[src/rtl/tqts_pkg.sv]
// Shared types, sizes and helpers for the task queue and timer slot engine.
// Used by every module of the block; depends on nothing else.
package tqts_pkg;

    localparam int FIFO_DEPTH  = 32;
    localparam int TIMER_SLOTS = 8;

    localparam int FIFO_AW = $clog2(FIFO_DEPTH);
    localparam int CNT_W   = $clog2(FIFO_DEPTH);
    localparam int SLOT_W  = (TIMER_SLOTS > 1) ? $clog2(TIMER_SLOTS) : 1;

    localparam int HANDLE_W = 32;
    localparam int DELAY_W  = 32;
    localparam int DATA_W   = 64;

    typedef enum logic [1:0] {
        OP_SCHEDULE = 2'd0,
        OP_DISPATCH = 2'd1,
        OP_PURGE    = 2'd2,
        OP_NONE     = 2'd3
    } t_op;

    typedef enum logic [1:0] {
        ST_OK       = 2'd0,
        ST_NO_TIMER = 2'd1,
        ST_FULL     = 2'd2,
        ST_EMPTY    = 2'd3
    } t_status;

    typedef enum logic [2:0] {
        S_IDLE,
        S_EXEC,
        S_DISP,
        S_PURGE_F,
        S_PURGE_S,
        S_DONE
    } t_state;

    typedef struct packed {
        logic [HANDLE_W-1:0] handle;
        logic [DATA_W-1:0]   payload;
        logic [DATA_W-1:0]   stamp;
    } t_fifo_entry;

    // One word of commands from the sequencer to the queue memory.
    typedef struct packed {
        logic               rd_en;
        logic [FIFO_AW-1:0] rd_addr;
        logic               wr_entry;
        logic               wr_handle;
        logic [FIFO_AW-1:0] wr_addr;
    } t_fifo_cmd;

    // Commands from the sequencer to the slot table.
    typedef struct packed {
        logic              fill;
        logic              purge;
        logic [SLOT_W-1:0] idx;
    } t_slot_cmd;

    function automatic logic [FIFO_AW-1:0] fifo_next(input logic [FIFO_AW-1:0] addr);
        logic [FIFO_AW-1:0] res;
        if (addr == FIFO_AW'(FIFO_DEPTH - 1)) begin
            res = '0;
        end else begin
            res = addr + FIFO_AW'(1);
        end
        return res;
    endfunction

endpackage

[src/rtl/tqts_slot_table.sv]
// Timer slot table: delay, handle, payload and stamp per slot, with a first-free search.
// Depends on tqts_pkg.
module tqts_slot_table (
    input  logic                       i_clk,
    input  logic                       i_rst_n,
    input  tqts_pkg::t_slot_cmd        i_cmd,
    input  logic [31:0]                i_fill_delay,
    input  logic [31:0]                i_fill_handle,
    input  logic [63:0]                i_fill_payload,
    input  logic [63:0]                i_fill_stamp,
    input  logic [31:0]                i_null_handle,
    output logic                       o_free_found,
    output logic [31:0]                o_rd_delay,
    output logic [31:0]                o_rd_handle
);
    import tqts_pkg::*;

    logic [DELAY_W-1:0]  r_delay   [TIMER_SLOTS];
    logic [HANDLE_W-1:0] r_handle  [TIMER_SLOTS];
    logic [DATA_W-1:0]   r_payload [TIMER_SLOTS];
    logic [DATA_W-1:0]   r_stamp   [TIMER_SLOTS];

    logic              free_found;
    logic [SLOT_W-1:0] free_idx;

    // Scan from the top down so the lowest free slot wins.
    always_comb begin
        free_found = 1'b0;
        free_idx   = '0;
        for (int s = TIMER_SLOTS - 1; s >= 0; s--) begin
            if (r_delay[s] == '0) begin
                free_found = 1'b1;
                free_idx   = SLOT_W'(s);
            end
        end
    end

    always_ff @(posedge i_clk) begin
        if (!i_rst_n) begin
            for (int s = 0; s < TIMER_SLOTS; s++) begin
                r_delay[s]   <= '0;
                r_handle[s]  <= '0;
                r_payload[s] <= '0;
                r_stamp[s]   <= '0;
            end
        end else if (i_cmd.fill && free_found) begin
            r_delay[free_idx]   <= i_fill_delay;
            r_handle[free_idx]  <= i_fill_handle;
            r_payload[free_idx] <= i_fill_payload;
            r_stamp[free_idx]   <= i_fill_stamp;
        end else if (i_cmd.purge) begin
            r_delay[i_cmd.idx]  <= '0;
            r_handle[i_cmd.idx] <= i_null_handle;
        end
    end

    assign o_free_found = free_found;
    assign o_rd_delay   = r_delay[i_cmd.idx];
    assign o_rd_handle  = r_handle[i_cmd.idx];

endmodule

[config.mk]
export PLATFORM = sky130hd
export DESIGN_NAME = tqts_slot_table
export DESIGN_NICKNAME = d
export VERILOG_FILES = /design/src/rtl/tqts_pkg.sv /design/src/rtl/tqts_slot_table.sv
export SDC_FILE = /design/constraint.sdc
export NUM_CORES = 1
export LEC_CHECK = 0
export BUFFER_PORTS_ARGS = -buffer_cell sky130_fd_sc_hd__clkbuf_2
export CAP_MARGIN = 15
export CORE_MARGIN = 3
export CORE_UTILIZATION = 45
export DETAILED_ROUTE_END_ITERATION = 10
export GPL_ROUTABILITY_DRIVEN = 0
export PLACE_DENSITY = 0.61
export SETUP_SLACK_MARGIN = 0.4
export SLEW_MARGIN = 15
export SYNTH_ARGS = -nofsm -noshare
export SYNTH_HDL_FRONTEND = slang
export SYNTH_SLANG_ARGS = --single-unit
[constraint.sdc]
create_clock -name i_clk -period 23.4 [get_ports i_clk]
set_clock_uncertainty 0.15 [all_clocks]
set_input_delay 0 -clock i_clk [delete_from_list [all_inputs] [get_ports i_clk]]
set_output_delay 0 -clock i_clk [all_outputs]
set_load 0.005 [all_outputs]
Word-level counts from Yosys, hierarchy flattened --
Memory sizes are Yosys's and may differ from the RTL's. Cells that the tools add are included.
Word-level totals: bits in registers 0, bits in writable memories 512, logic and storage cells 51, memories 2
Operators by class: multiplexer cells 36, reductions and logical operators 13
Memory list:
- r_delay | depth 8, width 32, read ports 9, clocked after memory_dff 0, wr ports 8, RTL line tqts_slot_table.sv:18 | logic [DELAY_W-1:0] r_delay [TIMER_SLOTS];
- r_handle | depth 8, width 32, read ports 1, clocked after memory_dff 0, wr ports 8, RTL line tqts_slot_table.sv:19 | logic [HANDLE_W-1:0] r_handle [TIMER_SLOTS];
Operators with widths (number):
- $logic_not 32->1 | 8
- $mux 32 | 4
- $reduce_or 32->1 | 4
- $mux 3 | 12
- $mux 1 | 20
- $logic_and 1x1->1 | 1

Depth between registers and ports, before layout --
Gate-level depths: netlist of run 1.
word-level depth 16, gate-level depth with buffers 11, gate-level depth less buffers 7

Worst setup path before layout of run 1 --
No wires, ideal clock.
path kind flip-flop to flip-flop, start memory r_delay[4][13], end memory r_delay[2][0] (enable), library setup time 580 ps, data arrival time 6710 ps, slack 15959 ps, stages on the path, launching flop included 11, path buffers 3, path through edfxtp_1 nor4_1 nand4_1 or2_1 nand4_1 o211ai_1 o32a_1 buf_2 buf_2 buf_2 o31ai_1
RTL lines (RTL line):
- start, declared | tqts_slot_table.sv:18

==> key figures, run 1 <==
Critical path
  – Critical path launch point type: flop
  – Cells along the critical path: nor4_1, nand4_1, nor2_2, o41a_1, o22a_4, o211ai_1, buf_4, buf_4, o21ai_4, buf_4
  – Worst path slowest cell: o21ai_4
  – Worst EP required: 23.46 ns
  – Data arrival time of the critical path: 6.38 ns
  – Crit. End Element: flop
  – Critical path's most frequent cell: buf_4
  – Crit Path Class: reg2reg
  – Crit Path Max Fanout: 74
  – Critical Path Max Stage Delay: 0.95 ns

STA
  – Slew @ Worst Pin: 1.20 ns
  – Minimum clock period: 6.32 ns
  – Relative slew slack: 0.203
  – Hold slack: 0.200 ns
  – Max Slew Vio Count: 0
  – Max Clk Rate: 0.158 GHz
  – Setup TNS: 0 ns
  – Final worst-path cycle share: 0.270
  – # setup viols final: 0
  – RSZ-0062 raised after global routing: no
  – Hold Vio Cnt, Final: 0

Logic synthesis
  – Share of the synthesized area in the top cell type: 0.582
  – Async set or reset register ratio after synthesis: 0
  – Synth top cells by count: edfxtp_1, nor4_1, nor3_1
  – Commonest register cell after synthesis: edfxtp_1
  – Cell with the most instances after synthesis: edfxtp_1
  – Seq/Total Area, Yosys: 0.582
  – Synth Net Count: 1874
  – Largest area contributor in the netlist: edfxtp_1
  – Cell count after synthesis: 1643
  – Yosys warns: 0
  – Main area contributors after synthesis: edfxtp_1, mux4_2, a2111oi_2
  – Post-synth EDFFs: 512
  – Unique masters post-synth: 49
  – Flops & latches, synth: 512
  – Synth Cell Area: 26400 um^2
  – Avg Inst Size Synth: 16.1 um^2

Clock network
  – Root buffer cell: clkbuf_16
  – Clock Latency Late Sink: 0.59 ns
  – CTS Buffer Depth: 3
  – CTS tree: built
  – H-tree levels: 2
  – Total CTS buffers: 53
  – Post-CTS sizing: 0
  – Worst-path clk slew: 0.06 ns
  – CTS Sinks: 512

Placement
  – Placed cell area: 27600 um^2
  – Placed cells: 2414
  – PortBufs: 167
  – DP HPWL: 41800 um

Floorplan
  – Num rows: 88
  – Placeable Area: 57900 um^2
  – DIE WIDTH: 248 um
  – I/O pins: 296
  – Die area: 61700 um^2
  – Die Y: 248 um
  – Starting Density: 0.456

Power and ir drop
  – Sw Pwr: 0.499 mW
  – PwrDens: 67.0 nW/um^2
  – Comb pwr share: 0.114
  – Static leakage: 9.47 nW
  – Sw Ratio: 0.246
  – Maximum vdd drop: 0.0501 mV
  – Clock group share of total power: 0.366
  – Total chip power: 2.03 mW
  – Register share of total power: 0.520
  – Internal: 1.53 mW

Status
  – Outcome: complete, no violations

Final layout
  – Layout net count: 2063
  – Final cell count without fillers: 2627
  – Final cell area excluding filler cells: 30300 um^2
  – Layout cells sized above 1: 0.361
  – Area Overhead vs Synth: 14.7%

GRT
  – First-pass GRT wire length: 112000 um
  – Global route total overflow: 0
  – Initial antenna violation count: 0
  – Pin count of the biggest net entering global routing: 177
  – GRT Resource Usage Total: 0.240
  – Vias in the first global route: 17700

Detailed routing
  – Drt drc: 0
  – Vias per cell: 6.53
  – Antenna-violating nets left: 0
  – Vias: 17200
  – WL final: 73700 um
  – Routed WL per cell: 28.1 um
  – Drt pass-1 iters: 7
  – First DRT Iteration DRCs: 1514

Hold path
  – Tightest Hold Check Type: in2reg

Job
  – Max-Cap Viols: 0
## layer usage
metal	global-route usage	routed length, um	up-vias
met3	0.0347	4410	130
met1	0.321	29900	8870
li1	-	-	7549
met4	0.0761	2340	0
met5	0	0	-
met2	0.407	37100	609
## worst paths after layout
path / depth (start not counted) / end / start / slack, ns
max: 10 / r_delay[0][27]$_SDFFCE_PN0P_ / r_delay[0][25]$_SDFFCE_PN0P_ / 17.08
min: 2 / r_handle[5][31]$_SDFFCE_PN0P_ / i_rst_n / 0.20
max reg2reg: 10 / r_delay[0][27]$_SDFFCE_PN0P_ / r_delay[0][25]$_SDFFCE_PN0P_ / 17.08
min reg2reg: 5 / r_delay[5][13]$_SDFFCE_PN0P_ / r_delay[0][7]$_SDFFCE_PN0P_ / 1.37
## registers in the layout (all words and copies together), names as in the netlist
| name | flops |
|---|---|
| r_delay | 256 |
| r_handle | 256 |
## power groups by stage
stage	combinational, mW	clock [mW]	sequential [mW]
after detailed placement	0.219	0	1.08
after global placement	0.216	0	1.07
after CTS	0.233	0.759	1.06
after global routing	0.246	0.788	1.06
final	0.231	0.745	1.06
after floorplan	0.141	0	1.08
## area by class of cell
class	count	area (um^2)
diodes	1	2.50
fillers	4854	27600
multi-input cells	932	10100
clock buffers	67	1380
clock inverters	17	68.8
repair buffers	333	2440
well taps	765	957
flip-flops and latches	512	15400
## stage by stage
step	util	worst slack, ns
after floorplan	-	15.96
after global placement	0.476	17.23
after detailed placement	0.476	17.13
after CTS	0.523	17.10
after global routing	0.523	16.83
final	0.523	17.08
## logic make-up after synthesis
group                  synth area share
DFF                               0.582
buffers and inverters            0.0417
AOI/OAI and AO/OA                 0.138
and+or+nand+nor                   0.101
muxes                             0.137
## layout by cell type (no fill, tap or decap), types with 37 or more instances in the layout
| cell type | n |
|---|---|
| buf_4 | 37 |
| nor3_1 | 129 |
| a211oi_1 | 96 |
| mux2_2 | 64 |
| edfxtp_1 | 512 |
| clkbuf_16 | 53 |
| mux4_2 | 128 |
| a2111oi_2 | 91 |
| nor4_1 | 189 |
| dlygate4sd3_1 | 128 |
| clkbuf_2 | 164 |
## repair_timing
item                                   CTS  global route
endpoints found under the hold margin  491             0
hold buffers                           128             0
buffers inserted                         0             0
## critical path: cells and delay by family, from the launching register on
| family | cells | cell delay (ns) |
|---|---|---|
| AOI/OAI and AO/OA | 4 | 2.20 |
| buffers and inverters | 3 | 1.65 |
| DFF | 1 | 0.40 |
| and+or+nand+nor | 3 | 1.44 |
Note: power is estimated with default switching activity, not from simulation.
==> run 2: changes to the inputs <==
- clock period: 23.4 -> 6.4 ns (I/O delays scaled with it)
==> run 2 against run 1 <==
Critical path depth is the same. Power rose to 3.8 times the previous value. Die area is the same. Via count up 2.0%. Hold slack lost 0.030 ns. Largest cell class unchanged. Clock-buffer cell count shrank 2. Setup slack worse by 16 ns. First-iteration DRC count is 3.8% higher. Combinational power rose to 3.7 times the previous value. Critical path type unchanged. Utilization up 0.48 points. Highest routed layer is now met5. Largest power group unchanged. Register-to-register slack worse by 16 ns. Wire length up 0.71%.
==> key figures, run 2 (synthesized netlist as in run 1, its figures left out) <==
GRT
  – Met2 usage: 0.400 (-0.00774)
  – Met3 usage: 0.0361 (+0.00140)
  – Global route total overflow: 0 (unchanged)
  – Pin count of the biggest net entering global routing: 150 (-15%)
  – Vias in the first global route: 17800 (+0.50%)
  – Initial antenna violation count: 1 (+1)
  – GRT Resource Usage Total: 0.239 (-0.000746)
  – GR Util met1: 0.327 (+0.00651)
  – First-pass GRT wire length: 112000 um (about the same)
  – Grt peak-use layer: met2

Floorplan
  – Die area: 61700 um^2 (unchanged)
  – DIE WIDTH: 248 um (unchanged)
  – Placeable Area: 57900 um^2 (unchanged)
  – Num rows: 88 (unchanged)
  – Starting Density: 0.456 (unchanged)
  – Die Y: 248 um (unchanged)
  – I/O pins: 296 (unchanged)

STA
  – Final worst-path cycle share: 0.802 (+0.532)
  – Max Slew Vio Count: 0 (unchanged)
  – Hold Vio Cnt, Final: 0 (unchanged)
  – Max Clk Rate: 0.195 GHz (+23%)
  – RSZ-0062 raised after global routing: no
  – Setup TNS: 0 ns (unchanged)
  – # setup viols final: 0 (unchanged)
  – Hold slack: 0.170 ns (-0.0299 ns)
  – Minimum clock period: 5.13 ns (-1.19 ns)
  – Relative slew slack: 0.218 (+0.0152)
  – Slew @ Worst Pin: 1.17 ns (-0.0228 ns)

Clock network
  – Root buffer cell: clkbuf_16
  – H-tree levels: 2 (unchanged)
  – Total CTS buffers: 54 (+1.9%)
  – CTS tree: built
  – Clock Latency Late Sink: 0.60 ns (about the same)
  – CTS Buffer Depth: 3 (unchanged)
  – CTS Sinks: 512 (unchanged)
  – Worst-path clk slew: 0.06 ns (about the same)

Final layout
  – Most used cells in the layout excluding fill and tap cells: edfxtp_1, nor4_1, clkbuf_2
  – Layout cells sized above 1: 0.369 (+0.00873)
  – Top Registers: r_delay (256), r_handle (256)
  – Ant. Diodes: 0 (-1)
  – Fillers: 4763 (-1.9%)
  – Area Overhead vs Synth: 15.8%
  – Layout net count: 2069 (+0.29%)
  – Final cell count without fillers: 2647 (+0.76%)
  – Post-layout util: 0.528 (+0.00480)
  – Most common cell after layout, fill and taps aside: edfxtp_1

Detailed routing
  – Drt drc: 0 (unchanged)
  – Antenna-violating nets left: 0 (unchanged)
  – WL final: 74200 um (+0.71%)
  – Drt pass-1 iters: 7 (unchanged)
  – Vias per cell: 6.61 (+1.2%)
  – First DRT Iteration DRCs: 1571 (+3.8%)
  – Vias: 17500 (+2.0%)
  – Routed WL per cell: 28.0 um (about the same)

Placement
  – DP HPWL: 42100 um (+0.63%)
  – PortBufs: 167 (unchanged)
  – Placed cells: 2419 (+0.21%)

Critical path
  – Cells along the critical path: nor4_1, nand4_1, nor2_2, nor4_4, a21boi_4, buf_4, o32a_2, buf_4, a2111oi_2, dlygate4sd3_1
  – Crit Path Max Fanout: 88 (+19%)
  – Critical path launch point type: flop
  – Worst reg-to-reg path cell count: 10 (unchanged)
  – Worst path slowest cell: buf_4
  – Worst EP required: 6.60 ns (-16.86 ns)
  – Number of cells on the critical path: 10 (unchanged)
  – Critical path's most frequent cell: buf_4
  – Crit. End Element: flop
  – Buf/Inv on CP: 3 (unchanged)
  – Data arrival time of the critical path: 5.33 ns (-1.05 ns)
  – Crit Path Class: reg2reg
  – Critical path's top delay family: buffers and inverters
  – Critical Path Max Stage Delay: 0.93 ns (-0.02 ns)

Power and ir drop
  – PwrDens: 250 nW/um^2 (+270%)
  – Static leakage: 9.63 nW (+1.6%)
  – Maximum vdd drop: 0.176 mV (+250%)

Hold path
  – Hold depth: 2 (unchanged)
  – Tightest Hold Check Type: in2reg

Status
  – Outcome: complete, no violations

Job
  – Max-Cap Viols: 0 (unchanged)
-- run 2: cell types whose count changed in the layout (fill, tap and decap cells not counted), sizes merged --
cell and delta:
clkinv +13, buf +5, clkbuf -2, clkinvlp +2
inv +2, bufinv +1, diode -1
-- run 2: worst reg2reg max path, delay by kind of cell (launching register included) --
family,cells,cell delay [ns]
AOI/OAI and AO/OA,3,1.02
and+or+nand+nor,4,1.36
buffers and inverters,3,1.95
DFF,1,0.40
-- run 2: path summary, 6_finish.rpt --
path	startpoint	end	slack [ns]
worst min register to register	r_delay[0][20]$_SDFFCE_PN0P_	r_delay[1][6]$_SDFFCE_PN0P_	1.43
worst max register to register	r_delay[1][26]$_SDFFCE_PN0P_	r_handle[6][2]$_SDFFCE_PN0P_	1.27
worst max-delay path	r_delay[1][26]$_SDFFCE_PN0P_	r_handle[6][2]$_SDFFCE_PN0P_	1.27
worst min-delay path	i_rst_n	r_delay[2][15]$_SDFFCE_PN0P_	0.17
-- run 2: final cells by class --
class	count	area [um^2]	area share
flip-flops and latches	512	15400	0.503
multi-input cells	932	10100	0.330
repair buffers	338	2550	0.0833
clock buffers	65	1410	0.0462
well taps	765	957	0.0313
clock inverters	35	201	0.00658
-- run 2: power by group --
group / switching, mW / internal, mW
sequential: 0.0501 / 3.81
clock: 1.32 / 1.61
combinational: 0.553 / 0.300
total: 1.93 / 5.72
-- run 2: metal layers --
layer / vias up / part of all wire
met3: 141 / 0.065
li1: 7587 / -
met4: 2 / 0.027
met1: 9052 / 0.41
met2: 713 / 0.50
met5: - / 0.00018
-- run 2: through the flow --
step	setup WS [ns]	cell area [um^2]	power, mW
finish	1.27	30600	7.65
global route	1.04	30600	7.88
CTS	1.36	30600	7.69
detailed placement	1.68	27700	4.74
global placement	1.79	27700	4.72
floorplan	-1.04	26400	4.45
-- run 2: repair_timing --
action                                 4_1_cts  5_1_grt
gates resized for setup                      0        0
hold buffers                               128        0
endpoints found under the hold margin      504        0
setup buffers                                0        0
